File: src/hw/rtl/qtr_pkg.sv
`timescale 1ns / 1ps
// ----------------------------------------------------------------------------
// qtr_pkg
// Shared types and constants of the quarter-turn image rotator.
// ----------------------------------------------------------------------------
package qtr_pkg;

  localparam int QTR_MAX_WIDTH  = 64;
  localparam int QTR_MAX_HEIGHT = 64;
  localparam int CFG_DIM_W      = 7;
  localparam int CFG_TURN_W     = 2;
  localparam int CMD_DEPTH      = 4;
  localparam int OUT_DEPTH      = 4;

  localparam logic [CFG_DIM_W-1:0]  RST_WIDTH  = 7'd64;
  localparam logic [CFG_DIM_W-1:0]  RST_HEIGHT = 7'd64;
  localparam logic [CFG_TURN_W-1:0] RST_TURNS  = 2'd1;

  localparam logic [1:0] REG_WIDTH  = 2'd0;
  localparam logic [1:0] REG_HEIGHT = 2'd1;
  localparam logic [1:0] REG_TURNS  = 2'd2;

  localparam logic MODE_WRITE = 1'b0;
  localparam logic MODE_READ  = 1'b1;

  typedef enum logic [1:0] {
    CMD_WRITE = 2'd0,
    CMD_READ  = 2'd1,
    CMD_ERROR = 2'd2
  } cmd_kind_t;

  typedef enum logic [1:0] {
    PH_LOAD    = 2'b01,
    PH_READOUT = 2'b10
  } phase_t;

  typedef struct packed {
    logic [7:0] red;
    logic [7:0] green;
    logic [7:0] blue;
  } rgb_t;

  typedef struct packed {
    cmd_kind_t kind;
    logic      hit;
    logic      last;
    rgb_t      pix;
  } cmd_t;

  typedef struct packed {
    rgb_t pix;
    logic last;
    logic err;
  } res_t;

endpackage

File: src/hw/rtl/qtr_front.sv
`timescale 1ns / 1ps
// ----------------------------------------------------------------------------
// qtr_front
// Accepts items, tracks load and readout position, issues store commands.
// ----------------------------------------------------------------------------
module qtr_front import qtr_pkg::*; #(
  parameter int MAX_WIDTH  = QTR_MAX_WIDTH,
  parameter int MAX_HEIGHT = QTR_MAX_HEIGHT,
  localparam int MAX_DIM = (MAX_WIDTH > MAX_HEIGHT) ? MAX_WIDTH : MAX_HEIGHT,
  localparam int DEPTH   = MAX_WIDTH * MAX_HEIGHT,
  localparam int AW      = (DEPTH > 1) ? $clog2(DEPTH) : 1,
  localparam int DW      = $clog2(MAX_DIM + 1),
  localparam int RW      = (MAX_DIM > 1) ? $clog2(MAX_DIM) : 1,
  localparam int LW      = $clog2(DEPTH + 1),
  localparam int PW      = 2 * DW,
  localparam int SW      = DW + 1
) (
  input  logic                  clk,
  input  logic                  rst,
  input  logic                  push,
  input  logic                  mode,
  input  rgb_t                  pix,
  input  logic [CFG_DIM_W-1:0]  image_width,
  input  logic [CFG_DIM_W-1:0]  image_height,
  input  logic [CFG_TURN_W-1:0] quarter_turns,
  input  logic                  cmd_full,
  output logic                  cmd_push,
  output cmd_t                  cmd,
  output logic [AW-1:0]         cmd_addr
);

  localparam logic signed [SW-1:0] ONE_S = SW'(1);

  phase_t        phase;
  logic [LW-1:0] lcount;
  logic [RW-1:0] rrow;
  logic [RW-1:0] rcol;

  logic [DW-1:0] wc, hc, ow, oh, col_inc, row_inc;
  logic signed [SW-1:0] rs, cs, ws, hs, sr, sc;
  logic [PW-1:0] lin, area;
  logic [LW-1:0] load_inc;
  logic          hit, last_col, last, load_done, store_ok;

  always_comb begin
    if (image_width == '0) begin
      wc = DW'(1);
    end else if (int'(image_width) > MAX_WIDTH) begin
      wc = DW'(MAX_WIDTH);
    end else begin
      wc = DW'(image_width);
    end
    if (image_height == '0) begin
      hc = DW'(1);
    end else if (int'(image_height) > MAX_HEIGHT) begin
      hc = DW'(MAX_HEIGHT);
    end else begin
      hc = DW'(image_height);
    end
  end

  assign rs = signed'(SW'(rrow));
  assign cs = signed'(SW'(rcol));
  assign ws = signed'(SW'(wc));
  assign hs = signed'(SW'(hc));

  always_comb begin
    case (quarter_turns)
      2'd0: begin
        sr = rs;
        sc = cs;
      end
      2'd1: begin
        sr = hs - ONE_S - cs;
        sc = rs;
      end
      2'd2: begin
        sr = hs - ONE_S - rs;
        sc = ws - ONE_S - cs;
      end
      default: begin
        sr = cs;
        sc = ws - ONE_S - rs;
      end
    endcase
  end

  assign hit = !sr[SW-1] && !sc[SW-1] && (sr < hs) && (sc < ws);
  assign lin = PW'(sr[DW-1:0]) * PW'(wc) + PW'(sc[DW-1:0]);

  assign ow       = quarter_turns[0] ? hc : wc;
  assign oh       = quarter_turns[0] ? wc : hc;
  assign col_inc  = DW'(rcol) + DW'(1);
  assign row_inc  = DW'(rrow) + DW'(1);
  assign last_col = (col_inc >= ow);
  assign last     = last_col && (row_inc >= oh);

  assign area      = PW'(wc) * PW'(hc);
  assign load_inc  = lcount + LW'(1);
  assign load_done = (PW'(load_inc) >= area);
  assign store_ok  = (int'(lcount) < DEPTH);

  assign cmd_push = push && !cmd_full;

  always_comb begin
    cmd.kind = CMD_ERROR;
    cmd.hit  = 1'b0;
    cmd.last = 1'b0;
    cmd.pix  = pix;
    cmd_addr = lcount[AW-1:0];
    if (mode == MODE_WRITE) begin
      if (phase == PH_LOAD) begin
        cmd.kind = CMD_WRITE;
        cmd.hit  = store_ok;
      end
    end else begin
      if (phase == PH_READOUT) begin
        cmd.kind = CMD_READ;
        cmd.hit  = hit;
        cmd.last = last;
        cmd_addr = lin[AW-1:0];
      end
    end
  end

  always_ff @(posedge clk) begin
    if (rst) begin
      phase  <= PH_LOAD;
      lcount <= '0;
      rrow   <= '0;
      rcol   <= '0;
    end else if (cmd_push) begin
      if (mode == MODE_WRITE && phase == PH_LOAD) begin
        lcount <= load_inc;
        if (load_done) begin
          phase <= PH_READOUT;
          rrow  <= '0;
          rcol  <= '0;
        end
      end else if (mode == MODE_READ && phase == PH_READOUT) begin
        if (last_col) begin
          rcol <= '0;
          if (last) begin
            rrow   <= '0;
            phase  <= PH_LOAD;
            lcount <= '0;
          end else begin
            rrow <= rrow + 1'b1;
          end
        end else begin
          rcol <= rcol + 1'b1;
        end
      end
    end
  end

endmodule

File: config.mk
export PLATFORM = sky130hd
export DESIGN_NAME = qtr_front
export DESIGN_NICKNAME = d
export VERILOG_FILES = /design/src/hw/rtl/qtr_pkg.sv /design/src/hw/rtl/qtr_front.sv
export SDC_FILE = /design/constraint.sdc
export NUM_CORES = 1
export LEC_CHECK = 0
export BUFFER_PORTS_ARGS = -buffer_cell sky130_fd_sc_hd__buf_4
export CAP_MARGIN = 15
export CORE_UTILIZATION = 60
export CTS_BUF_LIST = sky130_fd_sc_hd__clkbuf_16
export CTS_CLUSTER_DIAMETER = 120
export CTS_CLUSTER_SIZE = 20
export DETAILED_ROUTE_END_ITERATION = 10
export PLACE_DENSITY = 0.82
export SYNTH_ARGS = -nofsm -noshare
export SYNTH_HDL_FRONTEND = slang
export SYNTH_SLANG_ARGS = --single-unit
File: constraint.sdc
create_clock -name clk -period 13.8 [get_ports clk]
set_clock_uncertainty 0.05 [all_clocks]
set_input_delay 2.76 -clock clk [delete_from_list [all_inputs] [get_ports clk]]
set_output_delay 2.76 -clock clk [all_outputs]
set_load 0.01 [all_outputs]
==> results by group <==
Outcome
  • Status: finished with violations
  • Failing checks: design-rule violations

Clock tree
  • TritonCTS clock tree: done
  • CTS Sinks: 27
  • Resized Gates After CTS: 0
  • Reg clk slew, reported paths: 0.07 ns
  • Clk root buf: clkbuf_16
  • Num CTS Buffers: 3
  • Max H-tree Level: 1
  • Max clock buf depth: 2
  • # Post-CTS Setup Buffers: 0
  • Worst skew pair latency: 0.27 ns
  • Hold-fix buffers, CTS: 0

Timing
  • RSZ-0062 raised after global routing: false
  • Worst-Margin Slew: 0.896 ns
  • Min Tclk post-route: 12.62 ns
  • Setup TNS: 0 ns
  • Crit share post-route: 91.5%
  • Final slew viol count: 0
  • Fmax: 79.2 MHz
  • Relative slew slack: 39.7%
  • Hold slack: 0.459 ns
  • Fin. Hold Viols: 0
  • Setup violators final: 0

Critical path
  • Worst path max stage delay: 0.59 ns
  • Arrival @ worst endpoint: 9.81 ns
  • Kind of critical path: input port to output pin
  • Crit-path leading delay family: adder cells
  • Max stage delay cell, worst path: ha_1
  • Req. time, crit path: 10.99 ns
  • R2R Setup Slk: 10.15 ns
  • Setup crit end kind: output pin
  • Most frequent CP cell: fa_1
  • Worst path bufs/invs: 7
  • CP max FO: 21
  • CP Launch Type: input port

Power
  • Power Total: 392 uW
  • Pwr per Cell Area: 52.4 mW/mm^2
  • Static Leak: 0.00365 uW
  • VDD IR max: 0.0000440 V

Layout
  • Area growth syn-to-layout: 2.93%
  • Most frequent cells in the layout: ha_1 (119), inv_1 (115), nor2_1 (106), nand2_1 (92), fa_1 (56)
  • # diodes: 0
  • Fraction of layout cells with a size suffix above 1: 7.44%
  • Most common cell after layout, fill and taps aside: ha_1
  • Final #Nets: 1149
  • Final instance area: 0.00747 sq mm

Yosys
  • Synth area leaders: ha_1 (21%), fa_1 (15%), dfxtp_1 (7.4%)
  • Warnings from Yosys: 0
  • Syn nets: 1162
  • Async SR Flop Fraction: 0%
  • Synthesized cell area: 0.00726 sq mm
  • Synth top area share: 20.5%
  • Largest area contributor in the netlist: ha_1
  • Ys flop type: dfxtp_1
  • FF+latch count, synth: 27
  • Post-synth EDFFs: 0
  • Synth unique cells: 73
  • Mapped Avg Cell Area: 7.71 sq um
  • Synth Instances: 942
  • Sequential cell area fraction in the yosys report: 7.45%

Global routing
  • Largest net degree at the start of global routing: 27
  • Vias in the first global route: 6474
  • GRT Total Usage: 31.1%
  • Grt ovf: 0
  • First-pass GRT wire length: 31200 um
  • Initial antenna violation count: 0

Die
  • Initial Utilization: 62.5%
  • Die X: 112 um
  • Cell row count: 39
  • Total I/O pin count: 86
  • Die ar.: 0.0125 sq mm
  • Total core area: 0.0116 sq mm
  • Die Ht: 112 um

Route
  • WL final: 18600 um
  • Drt wl/cell: 17.4 um
  • Initial DRC Count: 456
  • DR vias: 6467
  • DR pass1 iterations: 9
  • ANT nets after route: 0
  • Via density: 6.04
  • DR DRC count: 4

Worst hold path
  • Hold Path Class: flop to flop

Job
  • Maxcap violations: 0

Place
  • Placed Area: 0.00739 sq mm
  • Final Wtd Congestion: 1.00
  • IO buf count: 37
  • Post-DP HPWL: 15200 um
==> worst reg2reg max path: cells and delay by family (launching register included) <==
family | cells | cell delay [ns]
AO/OA/AOI/OAI | 6 | 1.33
AND/OR/NAND/NOR | 4 | 0.91
adder cells (fa/ha/maj) | 2 | 0.58
flip-flops | 1 | 0.50
XOR/XNOR | 1 | 0.18
==> path summary, 6_finish.rpt <==
path,startpoint,to,depth (start not counted)
max,quarter_turns[0],cmd_addr[11],28
min,phase[0]$_SDFFE_PP1P_,phase[0]$_SDFFE_PP1P_,1
max reg2reg,lcount[0]$_SDFFE_PP0P_,rrow[5]$_SDFFE_PP0P_,13
min reg2reg,phase[0]$_SDFFE_PP1P_,phase[0]$_SDFFE_PP1P_,1
==> layer usage <==
metal  wire length (um)  GRT usage (%)  vias up
li1                   -              -     3132
met1               7920           40.5     3000
met2               8330           50.0      270
met3               1490           5.61       65
met4                875           14.9        0
met5                  0              0        -
==> registers in the layout, indices dropped and copies added (netlist names) <==
register	cells
rrow	6
phase	2
lcount	13
rcol	6
==> final cells by class <==
type	count	area, sq um
multi-input combinational	735	5910
fill	1045	4140
sequential	27	541
inverter	122	459
timing repair buffer	40	300
tap	143	179
clock buffer	3	75.1
clock inverter	1	3.75
==> synth_stat cells, types with 6 or more instances <==
cell type  count
a21o_1        16
a21oi_1       43
a31oi_1        6
and3_1         9
buf_2          6
buf_4         24
clkbuf_1      22
dfxtp_1       27
fa_1          56
ha_1         119
inv_1        114
mux2i_1       15
nand2_1       92
nand2b_1      13
nand3_1       22
nand4_1        7
nor2_1       106
nor2b_1       19
nor3_1        11
nor3b_1        7
o21a_1         6
o21ai_0       36
o21ai_1        8
o31ai_1        7
xnor2_1       29
xor2_1        22
==> through the flow <==
stage | setup slack (ns) | instances | util (%)
5_1_grt | 0.743 | 1071 | 64.3
2_1_floorplan | 1.73 | 942 | -
3_3_place_gp | 1.32 | 1067 | 63.7
4_1_cts | 1.19 | 1071 | 64.3
6_report | 1.18 | 1071 | 64.3
3_5_place_dp | 1.25 | 1067 | 63.7
==> power breakdown <==
part / total (uW) / switching [uW] / internal (uW)
clock network: 67.0 / 28.1 / 38.9
registers: 79.4 / 1.02 / 78.3
logic: 245 / 145 / 100
total: 392 / 174 / 217
==> kinds of logic (layout without fill, tap and decap cells) <==
kind of cell               count (synthesis)  after routing  share of synthesized area, %
and+or+nand+nor                          308            308                          19.6
AOI/OAI and AO/OA                        181            181                          16.8
buffers and inverters                    180            166                          11.1
adders and majority gates                175            175                          36.0
xor gates and xnor gates                  51             51                          6.15
DFF                                       27             27                          7.45
muxes                                     20             20                          3.00
(Power assumes the default switching activity.)
