File: config.mk
export PLATFORM = sky130hd
export DESIGN_NAME = qtr_fifo
export DESIGN_NICKNAME = d
export VERILOG_FILES = /design/src/hw/rtl/qtr_fifo.sv
export SDC_FILE = /design/constraint.sdc
export NUM_CORES = 1
export LEC_CHECK = 0
export BUFFER_PORTS_ARGS = -buffer_cell sky130_fd_sc_hd__buf_2
export CORE_AREA = 2 2 60 90
export DETAILED_ROUTE_END_ITERATION = 8
export DIE_AREA = 0 0 62 92
export HOLD_SLACK_MARGIN = 0.08
export SLEW_MARGIN = 15
export SYNTH_ARGS = -nofsm -noshare
export SYNTH_HDL_FRONTEND = slang
export SYNTH_SLANG_ARGS = --single-unit
File: constraint.sdc
create_clock -name clk -period 1.9 [get_ports clk]
set_input_delay 0.38 -clock clk [delete_from_list [all_inputs] [get_ports clk]]
set_output_delay 0.38 -clock clk [all_outputs]
set_load 0.05 [all_outputs]
File: src/hw/rtl/qtr_fifo.sv
`timescale 1ns / 1ps
// ----------------------------------------------------------------------------
// qtr_fifo
// Small first-word-fall-through queue built from registers.
// ----------------------------------------------------------------------------
module qtr_fifo #(
  parameter int WIDTH = 8,
  parameter int DEPTH = 4,
  localparam int PW = (DEPTH > 1) ? $clog2(DEPTH) : 1,
  localparam int CW = $clog2(DEPTH + 1)
) (
  input  logic             clk,
  input  logic             rst,
  input  logic             push,
  input  logic [WIDTH-1:0] din,
  output logic             full,
  input  logic             pop,
  output logic [WIDTH-1:0] dout,
  output logic             empty,
  output logic [CW-1:0]    count
);

  logic [WIDTH-1:0] mem [DEPTH];
  logic [PW-1:0]    wptr;
  logic [PW-1:0]    rptr;
  logic             do_push;
  logic             do_pop;

  assign full    = (count == CW'(DEPTH));
  assign empty   = (count == '0);
  assign do_push = push && !full;
  assign do_pop  = pop && !empty;
  assign dout    = mem[rptr];

  always_ff @(posedge clk) begin
    if (do_push) begin
      mem[wptr] <= din;
    end
  end

  always_ff @(posedge clk) begin
    if (rst) begin
      wptr  <= '0;
      rptr  <= '0;
      count <= '0;
    end else begin
      if (do_push) begin
        wptr <= (wptr == PW'(DEPTH - 1)) ? '0 : wptr + 1'b1;
      end
      if (do_pop) begin
        rptr <= (rptr == PW'(DEPTH - 1)) ? '0 : rptr + 1'b1;
      end
      if (do_push && !do_pop) begin
        count <= count + 1'b1;
      end else if (do_pop && !do_push) begin
        count <= count - 1'b1;
      end
    end
  end

endmodule

==> results of run 1 <==
==> cells by family (layout without fill, tap and decap cells) <==
logic type / Yosys count / after routing
DFF: 41 / 41
and+or+nand+nor: 16 / 16
muxes: 10 / 10
buffers and inverters: 9 / 48
adders and majority gates: 7 / 7
AOI/OAI and AO/OA: 7 / 7
xor gates and xnor gates: 2 / 2
==> registers in the layout, summed over array words and instances, names as in the netlist, named ones only <==
signal and cells:
mem 32, count 3, rptr 2, wptr 2
==> repair_timing <==
item	in CTS	in global routing
resized for setup	12	9
endpoints found under the setup margin	11	10
setup buffers	0	1
pin swaps	0	1
hold buffers	0	0
==> layer usage <==
layer  wire length (um)  share of wire (%)  up-vias
li1                   -                  -      427
met1                980                 35      468
met2               1690                 60       23
met3                120                4.3        4
met4                 21               0.75        0
met5                  0                  0        -
==> metrics by stage <==
step                      hold WS [ns]  setup WS, ns  utilization, %
after floorplan                  0.463        -0.216               -
after global placement           0.477       -0.0552            39.0
after detailed placement         0.491        -0.146            39.0
after CTS                        0.303        -0.125            41.7
after global routing             0.313        -0.120            42.6
final                            0.311       -0.0671            42.6
==> cells in the final DEF (no fill, tap or decap) <==
master,synthesis,layout
a21oi_1,2,1
buf_6,1,5
dfxtp_2,0,1
nand2_1,1,1
inv_2,0,1
buf_8,0,2
and3_1,4,4
nor2_4,1,1
buf_4,0,13
or3b_4,0,1
nor2_1,3,3
inv_1,3,2
o21ai_1,1,1
clkinv_8,1,1
edfxtp_1,32,32
ha_4,0,1
ha_1,6,5
dfxtp_1,9,5
mux2i_1,2,2
fa_2,0,1
mux4_2,8,8
buf_2,1,16
bufinv_16,0,1
o21ai_0,1,1
dfxtp_4,0,3
nand3_1,2,2
xor2_1,2,2
clkbuf_8,0,5
o31ai_2,2,2
a21oi_2,1,2
bufinv_8,1,1
nor3_1,2,2
or3_1,2,2
clkinv_2,0,1
==> path summary, 6_finish.rpt <==
check           start   endpoint  slack, ns  depth (start not counted)
max          count[2]   count[2]      -0.07                          9
min            din[7]  mem[0][7]       0.31                          1
max reg2reg  count[2]   count[2]      -0.07                          9
min reg2reg   rptr[0]   register       0.49                          2
==> critical path: cells and delay by family, from the launching register on <==
kind | cells | cell delay [ns]
AND/OR/NAND/NOR | 3 | 0.70
AO/OA/AOI/OAI | 1 | 0.12
flip-flops | 1 | 0.35
buffers and inverters | 2 | 0.09
adder cells (fa/ha/maj) | 2 | 0.48
XOR/XNOR | 1 | 0.16
==> layout make-up <==
cell class | count | area [um2]
Fill cell | 442 | 2870
Multi-Input combinational cell | 42 | 480
Clock buffer | 5 | 68.8
Sequential cell | 41 | 1150
Tap cell | 68 | 85.1
Timing Repair Buffer | 36 | 264
Inverter | 5 | 45.0
Clock inverter | 2 | 35.0
==> where the power goes <==
part / leakage, uW / total (uW) / switching (uW) / internal [uW]
Sequential: 0.000370 / 1180 / 67.6 / 1110
Combinational: 0.000385 / 1240 / 731 / 511
Clock: 0.0000540 / 653 / 272 / 382
Total: 0.000809 / 3070 / 1070 / 2000
==> metrics.cfg, run 1 <==
[sta]
postLayoutSetupSlackWorst_ns=-0.0671
worst-slew-pin-transition_ns=0.441
setup_tns_ns=-0.0671
hold_violations=0
finalSetupViolations=1
fin_crit_sh_pct=104
slew_violations=0
relSlewSlack_pct=70.6
rsz0062_at_grt=yes
layout_min_cycle_time_ns=1.97
max_freq_mhz=508
fin_skew_ns=0.00581

[logic_synthesis]
synthFlopType=edfxtp_1
synth-xor-area-share_pct=1.05
synthAdderAreaFrac_pct=5.70
synth-edff-count=32
synth-seq-area-share_pct=68.4
synth.avg_cell_area_um2=18.1
yosysTopAreaCell=edfxtp_1
synth_nets=111
synth_compound_area_share_pct=3.22
synth_top_family_by_area=multiplexers
synth_area_leaders=edfxtp_1, dfxtp_1, mux4_2
synth_seq_cells=41
yosysTopAreaCellShare_pct=57.6
synth_cell_types=27
syn_inst=92
async_flop_share_pct=0
synth-simple-area-share_pct=5.55
synthTopCellsByCount=edfxtp_1, dfxtp_1, mux4_2
syn_area_um2=1670
muxShareOfSynthArea_pct=12.0
yosysMostFrequentCell=edfxtp_1
ys_warn_count=0

[finish]
layout-drive-gt1-share_pct=50.4
fin_nets=150
antenna_cells=0
fin_area_um2=2130
areaGrowthSynthToFinish_pct=27.7
fin_cells=199

[clock_tree]
cts_sinks=41
clk_latency_ns=0.28
cts_tree=done
cts_buffer_depth=2
htree_num_levels=2
ctsRootBufferMaster=clkbuf_8
path_clk_slew_ns=0.07
cts_buffers=5

[grt]
overflow=0
grt_use_met1_pct=10.3
grt_pass1_vias=984
track_usage_pct=10.8
grt_busiest_layer=met2
antenna_found_initial=0
grtUsageMet2_pct=20.7
use_met3_pct=3.53
grt_pass1_wl_mm=4.44
grt_max_degree=13

[run_status]
status=finished, violations left
violations=setup timing

[floorplanning]
dieArea_um2=5700
design.core.area_um2=5000
die_h_um=92
start_util_pct=33.4
fp.dieW_um=62
pin_count=25
rows=32

[placed_design]
place_congestion=0.753
place_area_um2=1950
dp.cells=191
io_buffers=24
dp_hpwl_mm=2.00

[job]
maxCapViolCount=0

[critical_path]
worstPathCellList=or3b_4 > clkinv_8 > nor2_4 > ha_4 > inv_2 > fa_2 > xor2_1 > or3_1 > a21oi_2
crit_path_top_delay_cell=dfxtp_4
endpoint_kind=register
startpoint_type=register
required_ns=2.12
crit_path_max_fanout=3
cp.arrival_ns=2.18
crit_type=register to register
cp_slowest_stage_delay_ns=0.35

[power_and_ir_drop]
vdd_drop_max_mv=0.916
p_leak_uw=0.000809
power_density_nw_per_um2=1440
total_power_uw=3070

[drt]
wl_per_cell_um=14.1
num_vias=922
drc_errors=0
ant_nets=0
vias_per_cell=4.63
firstDrtPassIters=4
wl_mm=2.81
drt_iter0_drc=17

[worst_hold_path]
min_path_type=input pin to register

(Power assumes the default switching activity.)
==> run 2: changes to the inputs <==
--- a/config.mk
+++ b/config.mk
@@ -7,9 +7,11 @@
 export LEC_CHECK = 0
 export BUFFER_PORTS_ARGS = -buffer_cell sky130_fd_sc_hd__buf_2
 export CORE_AREA = 2 2 60 90
+export CTS_BUF_LIST = sky130_fd_sc_hd__clkbuf_16
 export DETAILED_ROUTE_END_ITERATION = 8
 export DIE_AREA = 0 0 62 92
 export HOLD_SLACK_MARGIN = 0.08
+export PLACE_DENSITY = 0.58
 export SLEW_MARGIN = 15
 export SYNTH_ARGS = -nofsm -noshare
 export SYNTH_HDL_FRONTEND = slang
==> metrics.cfg, run 2 (synthesis gave the netlist of run 1 again) <==
[run_status]
status=finished, violations left
violations=setup timing

[drt]
vias_per_cell=4.48
wl_mm=2.86
drc_errors=0
num_vias=891
ant_nets=0
wl_per_cell_um=14.4
met2_length_mm=1.71
met3WireLength_um=142
firstDrtPassIters=4
wl_met1_um=980
top_layer=met4
drt_iter0_drc=21

[sta]
relSlewSlack_pct=69.2
fin_skew_ns=0.00473
slew_violations=0
layout_min_cycle_time_ns=1.97
hold_violations=0
fin_crit_sh_pct=103
setup_tns_ns=-0.0657
worst-slew-pin-transition_ns=0.461
postLayoutSetupSlackWorst_ns=-0.0657
max_freq_mhz=509
finalSetupViolations=1
rsz0062_at_grt=yes

[floorplanning]
die_h_um=92
fp.dieW_um=62
design.core.area_um2=5000
dieArea_um2=5700
pin_count=25
rows=32
start_util_pct=33.4

[critical_path]
crit_start=count[2]
cp.arrival_ns=2.17
endpoint=count[2]
r2r_slack_ns=-0.07
worstPathCellList=or3b_4 > clkinv_8 > nor2_4 > ha_4 > inv_2 > fa_2 > xor2_1 > or3_1 > a21oi_2
r2r_start=count[2]
cp_slowest_stage_delay_ns=0.34
crit_path_max_fanout=3
reg2reg_depth=9
r2r_end=count[2]
startpoint_type=register
required_ns=2.11
crit_path_top_delay_cell=dfxtp_4
crit_type=register to register
endpoint_kind=register

[placed_design]
dp_hpwl_mm=2.04
dp.cells=191
io_buffers=24
place_congestion=0.739

[clock_tree]
postCtsSetupBuffers=0
path_clk_slew_ns=0.06
cts_buffers=5
hold_buffers=0
cts_tree=done
clk_latency_ns=0.28
cts_buffer_depth=2
cts_sinks=41
ctsRootBufferMaster=clkbuf_16
htree_num_levels=2

[finish]
largest-register=mem
layout-drive-gt1-share_pct=49.6
areaGrowthSynthToFinish_pct=31.0
fin_nets=149
antenna_cells=0
fin_util_pct=43.7
reg_top3=mem (32), count (3)
largest_register_ffs=32
final_common_cell=edfxtp_1
final_cell_mix=edfxtp_1, buf_2, buf_4
fin_cells=199

[job]
maxCapViolCount=0

[grt]
grt_pass1_vias=987
grt_max_degree=14
overflow=0
track_usage_pct=11.5
grt_pass1_wl_mm=4.63
antenna_found_initial=0

[power_and_ir_drop]
vdd_drop_max_mv=1.10
p_leak_uw=0.000827
power_density_nw_per_um2=1530

[worst_hold_path]
min_path_type=input pin to register

-- run 2: cell type report --
| class | count | area [um2] |
|---|---|---|
| fillers | 454 | 2820 |
| flip-flops and latches | 41 | 1150 |
| multi-input cells | 42 | 480 |
| repair buffers | 35 | 256 |
| clock buffers | 5 | 125 |
| well taps | 68 | 85.1 |
| inverters | 5 | 45.0 |
| clock inverters | 3 | 41.3 |
-- run 2: layer usage --
metal	vias to the layer above	GRT usage [%]
li1	429	-
met4	0	3.72
met3	4	3.53
met2	23	20.9
met5	-	0
met1	435	11.6
-- run 2: through the flow --
stage	setup WS, ns	hold slack, ns	cell area, um2	power [uW]
finish	-0.0657	0.316	2190	3340
global route	-0.141	0.326	2190	3510
CTS	-0.0798	0.312	2140	3290
detailed placement	-0.119	0.500	1950	2300
global placement	-0.0553	0.475	1950	2270
floorplan	-0.216	0.463	1690	2010
-- run 2: worst max-delay path, delay by kind of cell (launching register included) --
family	cells	cell delay, ns
and+or+nand+nor	3	0.71
adders and majority gates	2	0.47
DFF	1	0.34
xor gates and xnor gates	1	0.16
AOI/OAI and AO/OA	1	0.12
buffers and inverters	2	0.08
-- run 2: worst min path at each step --
stage | startpoint | to | cells after the start
6_report | din[0] | mem[1][0] | 1
3_3_place_gp | rptr[0] | register | 2
4_1_cts | din[0] | mem[1][0] | 1
3_5_place_dp | rptr[0] | rptr[0] | 2
2_1_floorplan | rptr[0] | register | 2
5_1_grt | din[1] | mem[2][1] | 1
-- run 2: power breakdown --
part | switching, uW | internal [uW] | leakage [uW]
sequential | 68.7 | 1110 | 0.000370
clock | 313 | 614 | 0.0000775
combinational | 730 | 505 | 0.000380
-- run 2: what timing repair did --
item                                    in CTS  in global routing
pin swaps                                    2                  1
endpoints found under the setup margin      11                 10
resized for setup                            8                 17
==> run 3: changes to the inputs <==
--- a/config.mk
+++ b/config.mk
@@ -11,8 +11,7 @@
 export DETAILED_ROUTE_END_ITERATION = 8
 export DIE_AREA = 0 0 62 92
 export HOLD_SLACK_MARGIN = 0.08
-export PLACE_DENSITY = 0.58
-export SLEW_MARGIN = 15
+export SLEW_MARGIN = 5
 export SYNTH_ARGS = -nofsm -noshare
 export SYNTH_HDL_FRONTEND = slang
 export SYNTH_SLANG_ARGS = --single-unit
==> metrics.cfg, run 3 (synthesis gave the netlist of run 1 again) <==
[run_status]
status=finished, violations left
violations=setup timing

[critical_path]
startpoint_type=register
reg2reg_depth=9
r2r_end=count[2]
r2r_slack_ns=-0.05
cp_slowest_stage_delay_ns=0.35
cp.arrival_ns=2.16
path_delay_family=simple AND/OR/NAND/NOR gates
crit_path_max_fanout=3
endpoint_kind=register
crit_type=register to register
worstPathCellList=or3b_4 > clkinv_8 > nor2_4 > ha_4 > inv_2 > fa_2 > xor2_1 > or3_1 > a21oi_2
required_ns=2.11
crit_buf_inv=2
r2r_start=count[2]
crit_path_top_delay_cell=dfxtp_4

[floorplanning]
fp.dieW_um=62
dieArea_um2=5700
pin_count=25
rows=32
design.core.area_um2=5000
start_util_pct=33.4
die_h_um=92

[power_and_ir_drop]
power_density_nw_per_um2=1520
vdd_drop_max_mv=0.815
p_leak_uw=0.000833

[sta]
fin_crit_sh_pct=103
finalSetupViolations=1
max_freq_mhz=512
slew_violations=0
hold_violations=0
worst-slew-pin-transition_ns=0.435
layout_min_cycle_time_ns=1.95
rsz0062_at_grt=yes
fin_skew_ns=0.00413
relSlewSlack_pct=71.0
postLayoutSetupSlackWorst_ns=-0.0534

[drt]
firstDrtPassIters=4
wl_mm=2.82
num_vias=924
ant_nets=0
wl_per_cell_um=14.2
drt_iter0_drc=28
drc_errors=0
vias_per_cell=4.64

[finish]
fin_nets=150
largest_register_ffs=32
antenna_cells=0
fill_cells=435
fin_cells=199
final_cell_mix=edfxtp_1, buf_2, buf_4
fin_area_um2=2180
final_common_cell=edfxtp_1
layout-drive-gt1-share_pct=49.6
largest-register=mem
fin_util_pct=43.6
areaGrowthSynthToFinish_pct=30.8
reg_top3=mem (32), count (3)

[placed_design]
dp.cells=191
io_buffers=24
dp_hpwl_mm=2.00
place_congestion=0.753
place_area_um2=1950
pre_cts_slack_ns=-0.146

[clock_tree]
htree_num_levels=2
cts_tree=done
cts_sinks=41
path_clk_slew_ns=0.06
clk_latency_ns=0.28
cts_buffer_depth=2
ctsRootBufferMaster=clkbuf_16
cts_buffers=5

[job]
maxCapViolCount=0

[worst_hold_path]
hold_path.startpoint=din[4]
min_path_type=input pin to register
hold_end=mem[2][4]
holdPathStages=1

[grt]
overflow=0
grt_pass1_vias=974
antenna_found_initial=0
grt_max_degree=13
track_usage_pct=11.0
grt_pass1_wl_mm=4.40

==> run 3: layout make-up <==
| cell class | count | area (um2) | share of cell area [%] |
|---|---|---|---|
| flip-flops and latches | 41 | 1150 | 52.8 |
| multi-input cells | 42 | 480 | 22.0 |
| repair buffers | 36 | 260 | 11.9 |
| clock buffers | 5 | 125 | 5.73 |
| well taps | 68 | 85.1 | 3.90 |
| inverters | 5 | 45.0 | 2.06 |
| clock inverters | 2 | 35.0 | 1.60 |
==> run 3: routing by layer <==
metal / share of wire, % / up-vias / global-route usage, %
met5: 0 / - / 0
met4: 1.4 / 0 / 4.26
met3: 5.1 / 5 / 3.95
met2: 59 / 25 / 20.2
met1: 34 / 463 / 10.3
li1: - / 431 / -
==> run 3: worst max path at each step <==
stage	end	cells past startpoint	slack [ns]	startpoint
2_1_floorplan	count[2]	10	-0.22	count[0]
3_3_place_gp	count[2]	9	-0.06	count[2]
3_5_place_dp	count[2]	9	-0.15	count[2]
4_1_cts	count[2]	9	-0.12	count[2]
5_1_grt	count[2]	9	-0.12	count[2]
6_report	count[2]	9	-0.05	count[2]
==> run 3: power by group <==
group          total (uW)  switching [uW]  internal, uW
clock network         912             304           609
registers            1170            65.4          1110
logic                1230             730           504
==> run 3: what timing repair did <==
action	in CTS	in global routing
setup buffers	0	1
hold buffers	0	0
endpoints found under the hold margin	0	0
resized for setup	5	19
pin swaps	0	1
setup endpoints to repair	11	10
==> run 3: stage by stage <==
step           total power (uW)  setup TNS [ns]  hold slack (ns)
2_1_floorplan              2010          -0.327            0.463
3_3_place_gp               2270         -0.0552            0.477
3_5_place_dp               2310          -0.147            0.491
4_1_cts                    3250          -0.122            0.317
5_1_grt                    3480          -0.129            0.322
6_report                   3320         -0.0534            0.319
